$ cat src/sv/mtwd_pkg.sv
// Shared types and constants of the multi-task watchdog monitor.
// Used by mtwd_ctrl, mtwd_datapath and the top level; depends on nothing.
package mtwd_pkg;

   // Largest number of task slots the register map can describe
   localparam int TASK_MAX = 8;

   // Request function codes
   localparam logic [1:0] FUNC_ADVANCE = 2'd0;
   localparam logic [1:0] FUNC_KICK    = 2'd1;
   localparam logic [1:0] FUNC_CHECK   = 2'd2;
   localparam logic [1:0] FUNC_STATS   = 2'd3;

   // Configuration register indexes
   localparam logic [1:0] CSR_TASK_COUNT    = 2'd0;
   localparam logic [1:0] CSR_TIMEOUTS_LOW  = 2'd1;
   localparam logic [1:0] CSR_TIMEOUTS_HIGH = 2'd2;

   // Controller states, one-hot
   typedef enum logic [2:0] {
      ST_IDLE = 3'b001,
      ST_EXEC = 3'b010,
      ST_SCAN = 3'b100
   } state_type;

   // Commands from the controller to the datapath
   typedef struct packed {
      logic load;       // capture the request word, clear the scan pointer
      logic run_op;     // perform advance, kick or statistics read
      logic scan_next;  // step the scan pointer to the next slot
      logic end_clear;  // finish a check that found nothing
      logic end_fault;  // finish a check at the current slot
   } cmd_type;

   // Status from the datapath to the controller
   typedef struct packed {
      logic is_check;   // captured request is a check
      logic scan_end;   // scan pointer has passed the last registered task
      logic expired;    // slot under the scan pointer has timed out
   } status_type;

endpackage

$ cat src/sv/mtwd_ctrl.sv
// Controller state machine of the multi-task watchdog monitor.
// Depends on mtwd_pkg for the state, command and status types.
module mtwd_ctrl (
   input  logic                 clock,
   input  logic                 reset,
   input  logic                 start,
   output logic                 busy,
   input  mtwd_pkg::status_type status,
   output mtwd_pkg::cmd_type    cmd
);

   mtwd_pkg::state_type state_ff;
   mtwd_pkg::state_type state_in;

   always_comb begin
      state_in = state_ff;
      cmd      = '0;
      unique case (state_ff)
         mtwd_pkg::ST_IDLE: begin
            if (start) begin
               cmd.load = 1'b1;
               state_in = mtwd_pkg::ST_EXEC;
            end
         end
         mtwd_pkg::ST_EXEC: begin
            if (status.is_check) begin
               state_in = mtwd_pkg::ST_SCAN;
            end else begin
               cmd.run_op = 1'b1;
               state_in   = mtwd_pkg::ST_IDLE;
            end
         end
         mtwd_pkg::ST_SCAN: begin
            priority if (status.scan_end) begin
               cmd.end_clear = 1'b1;
               state_in      = mtwd_pkg::ST_IDLE;
            end else if (status.expired) begin
               cmd.end_fault = 1'b1;
               state_in      = mtwd_pkg::ST_IDLE;
            end else begin
               cmd.scan_next = 1'b1;
            end
         end
         default: begin
            state_in = mtwd_pkg::ST_IDLE;
         end
      endcase
   end

   always_ff @(posedge clock) begin
      if (reset) begin
         state_ff <= mtwd_pkg::ST_IDLE;
      end else begin
         state_ff <= state_in;
      end
   end

   assign busy = (state_ff != mtwd_pkg::ST_IDLE);

endmodule

$ cat src/sv/mtwd_datapath.sv
// Datapath of the multi-task watchdog monitor: configuration, clock,
// per-task state, scan pointer and the result register. Depends on mtwd_pkg.
module mtwd_datapath #(
   parameter int TASK_SLOTS = 8
) (
   input  logic                 clock,
   input  logic                 reset,
   input  mtwd_pkg::cmd_type    cmd,
   output mtwd_pkg::status_type status,
   input  logic [1:0]           req_func,
   input  logic [2:0]           req_task_index,
   input  logic [15:0]          req_delta_ms,
   input  logic                 csr_write_en,
   input  logic [1:0]           csr_index,
   input  logic [63:0]          csr_data,
   output logic                 rsp_valid,
   output logic                 rsp_task_valid,
   output logic                 rsp_fault,
   output logic [2:0]           rsp_fault_task,
   output logic [31:0]          rsp_elapsed_ms,
   output logic [31:0]          rsp_kick_total,
   output logic [31:0]          rsp_timeout_total,
   output logic [31:0]          rsp_fault_total
);

   localparam int SLOT_W = (TASK_SLOTS > 1) ? $clog2(TASK_SLOTS) : 1;
   localparam int CNT_W  = $clog2(TASK_SLOTS + 1);

   // configuration
   logic [3:0]  task_count_ff;
   logic [63:0] tmo_low_ff;
   logic [63:0] tmo_high_ff;

   // global and per-task state
   logic [31:0] time_ff;
   logic [31:0] time_in;
   logic [31:0] faults_ff;
   logic [31:0] faults_in;
   logic [31:0] last_kick_ff [TASK_SLOTS];
   logic [31:0] kicks_ff     [TASK_SLOTS];
   logic [31:0] touts_ff     [TASK_SLOTS];

   // captured request word and scan pointer
   logic [1:0]       func_ff;
   logic [2:0]       idx_ff;
   logic [15:0]      delta_ff;
   logic [CNT_W-1:0] scan_ff;

   // result register
   logic        res_valid_ff;
   logic        res_task_valid_ff;
   logic        res_task_valid_in;
   logic        res_fault_ff;
   logic        res_fault_in;
   logic [2:0]  res_fault_task_ff;
   logic [2:0]  res_fault_task_in;
   logic [31:0] res_elapsed_ff;
   logic [31:0] res_elapsed_in;
   logic [31:0] res_kicks_ff;
   logic [31:0] res_kicks_in;
   logic [31:0] res_touts_ff;
   logic [31:0] res_touts_in;
   logic [31:0] res_ftotal_ff;
   logic [31:0] res_ftotal_in;

   logic [3:0]        n_tasks;
   logic              idx_reg;
   logic [SLOT_W-1:0] scan_slot;
   logic [SLOT_W-1:0] idx_slot;
   logic [SLOT_W-1:0] rd_slot;
   logic [31:0]       rd_kick_time;
   logic [31:0]       rd_kicks;
   logic [31:0]       rd_touts;
   logic [31:0]       elapsed;
   logic [127:0]      tmo_all;
   logic [15:0]       tmo_val;
   logic              is_check;
   logic              res_load;
   logic              kick_we;
   logic              tout_we;
   logic [SLOT_W-1:0] wr_slot;

   // Registered tasks saturate at the slot count
   assign n_tasks  = (task_count_ff > 4'(TASK_SLOTS)) ? 4'(TASK_SLOTS) : task_count_ff;
   assign idx_reg  = ({1'b0, idx_ff} < n_tasks);
   assign is_check = (func_ff == mtwd_pkg::FUNC_CHECK);

   assign scan_slot = scan_ff[SLOT_W-1:0];
   assign idx_slot  = idx_ff[SLOT_W-1:0];
   assign rd_slot   = is_check ? scan_slot : idx_slot;

   assign rd_kick_time = last_kick_ff[rd_slot];
   assign rd_kicks     = kicks_ff[rd_slot];
   assign rd_touts     = touts_ff[rd_slot];
   assign elapsed      = time_ff - rd_kick_time;

   assign tmo_all = {tmo_high_ff, tmo_low_ff};
   assign tmo_val = tmo_all[{3'(scan_slot), 4'b0000} +: 16];

   assign status.is_check = is_check;
   assign status.scan_end = (4'(scan_ff) >= n_tasks);
   assign status.expired  = (elapsed > {16'b0, tmo_val});

   assign kick_we  = cmd.run_op && (func_ff == mtwd_pkg::FUNC_KICK) && idx_reg;
   assign tout_we  = cmd.end_fault;
   assign wr_slot  = rd_slot;
   assign res_load = cmd.run_op || cmd.end_clear || cmd.end_fault;

   assign time_in   = (cmd.run_op && (func_ff == mtwd_pkg::FUNC_ADVANCE))
                      ? time_ff + 32'(delta_ff) : time_ff;
   assign faults_in = cmd.end_fault ? faults_ff + 32'd1 : faults_ff;

   // Result word
   always_comb begin
      res_task_valid_in = 1'b0;
      res_fault_in      = 1'b0;
      res_fault_task_in = idx_ff;
      res_elapsed_in    = '0;
      res_kicks_in      = '0;
      res_touts_in      = '0;
      res_ftotal_in     = faults_ff;
      priority if (cmd.end_fault) begin
         res_task_valid_in = 1'b1;
         res_fault_in      = 1'b1;
         res_fault_task_in = 3'(scan_slot);
         res_elapsed_in    = elapsed;
         res_kicks_in      = rd_kicks;
         res_touts_in      = rd_touts + 32'd1;
      end else if (cmd.run_op) begin
         unique case (func_ff)
            mtwd_pkg::FUNC_KICK: begin
               if (idx_reg) begin
                  res_task_valid_in = 1'b1;
                  res_kicks_in      = rd_kicks + 32'd1;
                  res_touts_in      = rd_touts;
               end
            end
            mtwd_pkg::FUNC_STATS: begin
               if (idx_reg) begin
                  res_task_valid_in = 1'b1;
                  res_elapsed_in    = elapsed;
                  res_kicks_in      = rd_kicks;
                  res_touts_in      = rd_touts;
               end
            end
            mtwd_pkg::FUNC_ADVANCE, mtwd_pkg::FUNC_CHECK: begin
            end
            default: begin
            end
         endcase
      end else begin
      end
   end

   // Configuration writes
   always_ff @(posedge clock) begin
      if (reset) begin
         task_count_ff <= '0;
         tmo_low_ff    <= '0;
         tmo_high_ff   <= '0;
      end else if (csr_write_en) begin
         unique case (csr_index)
            mtwd_pkg::CSR_TASK_COUNT:    task_count_ff <= csr_data[3:0];
            mtwd_pkg::CSR_TIMEOUTS_LOW:  tmo_low_ff    <= csr_data;
            mtwd_pkg::CSR_TIMEOUTS_HIGH: tmo_high_ff   <= csr_data;
            default: begin
            end
         endcase
      end
   end

   // Clock, fault count and per-task state
   always_ff @(posedge clock) begin
      if (reset) begin
         time_ff   <= '0;
         faults_ff <= '0;
         for (int s = 0; s < TASK_SLOTS; s++) begin
            last_kick_ff[s] <= '0;
            kicks_ff[s]     <= '0;
            touts_ff[s]     <= '0;
         end
      end else begin
         time_ff   <= time_in;
         faults_ff <= faults_in;
         for (int s = 0; s < TASK_SLOTS; s++) begin
            if (kick_we && (wr_slot == SLOT_W'(s))) begin
               last_kick_ff[s] <= time_ff;
               kicks_ff[s]     <= kicks_ff[s] + 32'd1;
            end
            if (tout_we && (wr_slot == SLOT_W'(s))) begin
               touts_ff[s] <= touts_ff[s] + 32'd1;
            end
         end
      end
   end

   // Request word and scan pointer
   always_ff @(posedge clock) begin
      if (reset) begin
         scan_ff <= '0;
      end else if (cmd.load) begin
         scan_ff <= '0;
      end else if (cmd.scan_next) begin
         scan_ff <= scan_ff + CNT_W'(1);
      end
   end

   always_ff @(posedge clock) begin
      if (cmd.load) begin
         func_ff  <= req_func;
         idx_ff   <= req_task_index;
         delta_ff <= req_delta_ms;
      end
   end

   // Result register and strobe
   always_ff @(posedge clock) begin
      if (reset) begin
         res_valid_ff <= 1'b0;
      end else begin
         res_valid_ff <= res_load;
      end
   end

   always_ff @(posedge clock) begin
      if (res_load) begin
         res_task_valid_ff <= res_task_valid_in;
         res_fault_ff      <= res_fault_in;
         res_fault_task_ff <= res_fault_task_in;
         res_elapsed_ff    <= res_elapsed_in;
         res_kicks_ff      <= res_kicks_in;
         res_touts_ff      <= res_touts_in;
         res_ftotal_ff     <= res_ftotal_in;
      end
   end

   assign rsp_valid         = res_valid_ff;
   assign rsp_task_valid    = res_task_valid_ff;
   assign rsp_fault         = res_fault_ff;
   assign rsp_fault_task    = res_fault_task_ff;
   assign rsp_elapsed_ms    = res_elapsed_ff;
   assign rsp_kick_total    = res_kicks_ff;
   assign rsp_timeout_total = res_touts_ff;
   assign rsp_fault_total   = res_ftotal_ff;

endmodule

$ cat src/sv/multi_task_watchdog_monitor.sv
// Multi-task watchdog monitor, top level. Uses mtwd_pkg, mtwd_ctrl, mtwd_datapath.
// An advance, kick or statistics word is captured, then run, and its result registered;
// a check is captured, then scans the registered slots from the first, one slot compare
// per cycle in the scan loop, and stops at the first expired one or past the last. One word at
// a time: busy drops as the result loads, so the next word can be taken at the edge that
// ends the strobe. Synchronous reset clears configuration, clock, counters, per-task state.
module multi_task_watchdog_monitor #(
   parameter int TASK_SLOTS = 8
) (
   input  logic        clock,
   input  logic        reset,

   // Request channel: a word is taken when start is high and busy is low
   input  logic        start,
   output logic        busy,
   input  logic [1:0]  req_func,
   input  logic [2:0]  req_task_index,
   input  logic [15:0] req_delta_ms,

   // Configuration write port
   input  logic        csr_write_en,
   input  logic [1:0]  csr_index,
   input  logic [63:0] csr_data,

   // Result channel: one-cycle strobe, no back-pressure
   output logic        rsp_valid,
   output logic        rsp_task_valid,
   output logic        rsp_fault,
   output logic [2:0]  rsp_fault_task,
   output logic [31:0] rsp_elapsed_ms,
   output logic [31:0] rsp_kick_total,
   output logic [31:0] rsp_timeout_total,
   output logic [31:0] rsp_fault_total
);

   // Controller drives the datapath through a small command word and
   // watches three status flags; nothing else crosses between them.
   mtwd_pkg::cmd_type    cmd;
   mtwd_pkg::status_type status;

   // Sequence each word: capture it, then either run the advance, kick or
   // statistics operation or walk the registered slots one per cycle, stopping at the
   // first expired task or past the last registered one.
   mtwd_ctrl u_ctrl (
      .clock  (clock),
      .reset  (reset),
      .start  (start),
      .busy   (busy),
      .status (status),
      .cmd    (cmd)
   );

   // Hold the configuration, the millisecond clock, the per-task kick time,
   // kick and timeout counters, the global fault count, and the result word.
   mtwd_datapath #(
      .TASK_SLOTS (TASK_SLOTS)
   ) u_datapath (
      .clock             (clock),
      .reset             (reset),
      .cmd               (cmd),
      .status            (status),
      .req_func          (req_func),
      .req_task_index    (req_task_index),
      .req_delta_ms      (req_delta_ms),
      .csr_write_en      (csr_write_en),
      .csr_index         (csr_index),
      .csr_data          (csr_data),
      .rsp_valid         (rsp_valid),
      .rsp_task_valid    (rsp_task_valid),
      .rsp_fault         (rsp_fault),
      .rsp_fault_task    (rsp_fault_task),
      .rsp_elapsed_ms    (rsp_elapsed_ms),
      .rsp_kick_total    (rsp_kick_total),
      .rsp_timeout_total (rsp_timeout_total),
      .rsp_fault_total   (rsp_fault_total)
   );

endmodule
$ cat config.mk
export PLATFORM = sky130hd
export DESIGN_NAME = multi_task_watchdog_monitor
export DESIGN_NICKNAME = d
export VERILOG_FILES = /design/src/sv/mtwd_pkg.sv /design/src/sv/mtwd_ctrl.sv /design/src/sv/mtwd_datapath.sv /design/src/sv/multi_task_watchdog_monitor.sv
export SDC_FILE = /design/constraint.sdc
export NUM_CORES = 2
export LEC_CHECK = 0
export BUFFER_PORTS_ARGS = -buffer_cell sky130_fd_sc_hd__buf_2
export CELL_PAD_IN_SITES_DETAIL_PLACEMENT = 2
export CELL_PAD_IN_SITES_GLOBAL_PLACEMENT = 2
export CORE_MARGIN = 1
export CORE_UTILIZATION = 40
export CTS_BUF_LIST = sky130_fd_sc_hd__clkbuf_8 sky130_fd_sc_hd__clkbuf_16
export CTS_CLUSTER_DIAMETER = 150
export CTS_CLUSTER_SIZE = 20
export DETAILED_ROUTE_END_ITERATION = 12
export GPL_ROUTABILITY_DRIVEN = 0
export HOLD_SLACK_MARGIN = 0.15
export PLACE_DENSITY_LB_ADDON = 0.12
export SYNTH_ARGS = -nofsm -noshare
export SYNTH_HDL_FRONTEND = slang
export SYNTH_HIERARCHICAL = 1
export SYNTH_SLANG_ARGS = --single-unit
$ cat constraint.sdc
create_clock -name clock -period 11.8 [get_ports clock]
set_input_delay 2.36 -clock clock [delete_from_list [all_inputs] [get_ports clock]]
set_output_delay 2.36 -clock clock [all_outputs]
set_load 0.01 [all_outputs]
==> results.yml <==
drt:
  wl_per_cell_um: 25.5
  vias: 44800
  drcViolationCount: 0
  totalWireLength_um: 195000
  drt_iter0_markers: 2836
  vias_per_cell: 5.85
  firstDrtPassIters: 5
  ant_nets: 0
final_layout:
  multi_input_area_mm2: 0.0246
  seqCellArea_mm2: 0.0318
  fill_cells: 15100
  area_growth_pct: 8.40
  nNetsFinal: 5902
  layout_common_cells: "nor2_1 (923), edfxtp_1 (922), nand2_1 (680)"
  drive_gt1_frac: 0.0843
  layout_commonest_cell: "nor2_1"
synth:
  syn_inst: 5660
  ys.warnings.count: 6
  syn-num-nets: 5842
  syn-mean-instance-area_um2: 10.2
  ys_ff_latch: 1126
  synthTopCellsByArea: "edfxtp_1 (48%), dfxtp_1 (7.1%), nor2_1 (6.0%)"
  async_reset_ff_frac: 0
  synth_top_area_share: 0.479
  synth_edf_count: 922
  yosys_most_used_dff: "edfxtp_1"
  ys_types: 87
  ys_seq_area_frac: 0.550
  yosysTopAreaCell: "edfxtp_1"
  synth_area_mm2: 0.0578
pwr:
  p_leak_nw: 21.0
  p_per_area_mw_per_mm2: 125
  pwr-share-clk: 0.314
  intPower_mw: 5.72
  combinationalPowerShare: 0.105
  seqPwrFrac: 0.581
  switching_share: 0.269
  peakVddDrop_uv: 111
  p_sw_mw: 2.10
clocking:
  clockBufferDepth: 3
  cts_resized: 0
  cts_num_sinks: 1126
  post_cts_buffers: 0
  ctsHtreeMaxLevel: 3
  clock-root-buffer: "clkbuf_16"
  clk_pin_slew_ns: 0.09
  insertion_delay_ns: 0.71
  holdBufCountCts: 0
  numCtsBuffers: 66
  tritoncts: "yes"
critical_path:
  critical_path.slowest_cell: "edfxtp_1"
  cp-start-kind: "flip-flop"
  critPathRequiredTime_ns: 12.19
  worst_path_largest_cell_delay_ns: 1.01
  cp-end-kind: "flip-flop"
  cp.arrival_ns: 10.66
  worst-path-max-fanout: 31
  crit_type: "reg2reg"
global_routing:
  grt_first_pass_wirelength_um: 297000
  grt_max_degree: 91
  grt_antenna_before_repair: 21
  grt_overflow: 0
  track_usage: 0.263
  grt_pass1_vias: 47700
sta:
  finalClockSkew_ns: 0.0331
  setup_ws_ns: 1.53
  fin_crit_ns: 10.27
  relSlewSlack: 0.188
  fin_setup_tns_ns: 0
  fmax_mhz: 97.3
  fin_crit_sh: 0.871
  worstMarginPinSlew_ns: 1.21
  rsz0062_at_grt: "no"
  slew_viol_final: 0
  setup_viol: 0
  finalHoldViolCount: 0
placed_design:
  hpwl_um: 134000
  pre_cts_slack_ns: 1.56
  numPortBuffers: 225
die:
  core_mm2: 0.143
  ioPinCount: 226
  die_y_um: 382
  die_w_um: 382
  start_util: 0.403
  die_area_mm2: 0.146
  row_count: 139
outcome:
  status: "complete, no violations"
min_path:
  hold_path_class: "reg2reg"
flow_run:
  cap_violations: 0
-- logic make-up (layout without fill, tap and decap cells) --
group           Yosys count  in the layout  share of synthesized area
simple gates           2550           2550                      0.201
flops                  1126           1126                      0.550
compound gates          882            882                     0.0970
xor+xnor                531            531                     0.0805
buf+inv                 393            483                     0.0286
fa+ha+maj                91             91                     0.0200
mux                      87             87                     0.0227
other cells               0              3                          0
-- routing by layer --
metal	track usage	share of wire	vias up
li1	-	-	20400
met1	0.350	0.44	23300
met2	0.445	0.49	827
met3	0.0378	0.042	248
met4	0.0731	0.027	22
met5	0	0.00069	-
-- power groups by stage --
stage	clock network, mW	registers (mW)	logic (mW)
detailed placement	0	4.63	0.821
finish	2.46	4.54	0.822
global route	2.65	4.56	0.883
CTS	2.53	4.54	0.826
floorplan	0	4.59	0.522
global placement	0	4.62	0.792
-- per-stage QoR --
| stage | power (mW) | cell area, µm² | std cells | utilization | hold slack (ns) |
|---|---|---|---|---|---|
| 2_1_floorplan | 5.11 | 57800 | 5660 | - | 0.429 |
| 3_3_place_gp | 5.42 | 60700 | 7555 | 0.423 | 0.439 |
| 3_5_place_dp | 5.45 | 60700 | 7555 | 0.423 | 0.450 |
| 4_1_cts | 7.90 | 62600 | 7653 | 0.436 | 0.463 |
| 5_1_grt | 8.10 | 62600 | 7654 | 0.436 | 0.478 |
| 6_report | 7.82 | 62600 | 7656 | 0.436 | 0.460 |
-- worst paths after layout --
check | depth (start not counted) | slack (ns) | startpoint | endpoint
hold reg to reg | 2 | 0.46 | u_datapath/tmo_low_ff[55]$_SDFFE_PP0P_ | u_datapath/tmo_low_ff[55]$_SDFFE_PP0P_
setup reg to reg | 33 | 1.53 | u_datapath/func_ff[1]$_DFFE_PP_ | u_datapath/touts_ff[3][9]$_SDFFCE_PN0P_
hold / removal | 2 | 0.46 | u_datapath/tmo_low_ff[55]$_SDFFE_PP0P_ | u_datapath/tmo_low_ff[55]$_SDFFE_PP0P_
setup / recovery | 33 | 1.53 | u_datapath/func_ff[1]$_DFFE_PP_ | u_datapath/touts_ff[3][9]$_SDFFCE_PN0P_
-- registers in the layout, indices dropped and copies added, names as in the netlist, 32 cells and up --
signal                        flops
u_datapath/faults_ff             32
u_datapath/kicks_ff             256
u_datapath/last_kick_ff         256
u_datapath/rsp_elapsed_ms        32
u_datapath/rsp_fault_total       32
u_datapath/rsp_kick_total        32
u_datapath/rsp_timeout_total     32
u_datapath/time_ff               32
u_datapath/tmo_high_ff           64
u_datapath/tmo_low_ff            64
u_datapath/touts_ff             256
-- cell type report --
cell class / instances / area share
Inverter: 96 / 0.00578
Clock buffer: 68 / 0.0272
Multi-Input combinational cell: 4141 / 0.393
Clock inverter: 30 / 0.00276
Antenna cell: 3 / 0.000120
Tap cell: 1903 / 0.0380
Timing Repair Buffer: 289 / 0.0258
Sequential cell: 1126 / 0.507
-- worst max-delay path, delay by kind of cell (launching register included) --
kind,cells,cell delay (ns)
compound gates,12,2.63
flops,1,1.01
xor+xnor,1,0.16
fa+ha+maj,2,0.70
mux,1,0.95
buf+inv,2,0.67
simple gates,15,3.75
-- synth_stat cells, types with 7 or more instances --
| master | n |
|---|---|
| nor3_1 | 110 |
| or3_1 | 86 |
| a22oi_1 | 263 |
| or2_2 | 8 |
| mux4_2 | 32 |
| nand2_1 | 688 |
| xnor2_1 | 180 |
| clkbuf_1 | 208 |
| nor4_1 | 13 |
| o31ai_1 | 15 |
| nor2_1 | 923 |
| and2_1 | 26 |
| nand4_1 | 90 |
| and3_1 | 138 |
| and4_1 | 27 |
| nand3_1 | 345 |
| o21a_1 | 12 |
| mux2_2 | 22 |
| a21oi_1 | 250 |
| ha_1 | 89 |
| nor2b_1 | 45 |
| buf_4 | 20 |
| buf_6 | 8 |
| xor2_1 | 351 |
| nor4_2 | 7 |
| o22ai_1 | 145 |
| buf_2 | 32 |
| edfxtp_1 | 922 |
| buf_1 | 29 |
| dfxtp_1 | 204 |
| inv_1 | 96 |
| a21o_1 | 24 |
| a31oi_1 | 12 |
| mux2i_1 | 30 |
| nand2b_1 | 8 |
| o21ai_0 | 105 |
Note: power is estimated with default switching activity, not from simulation.
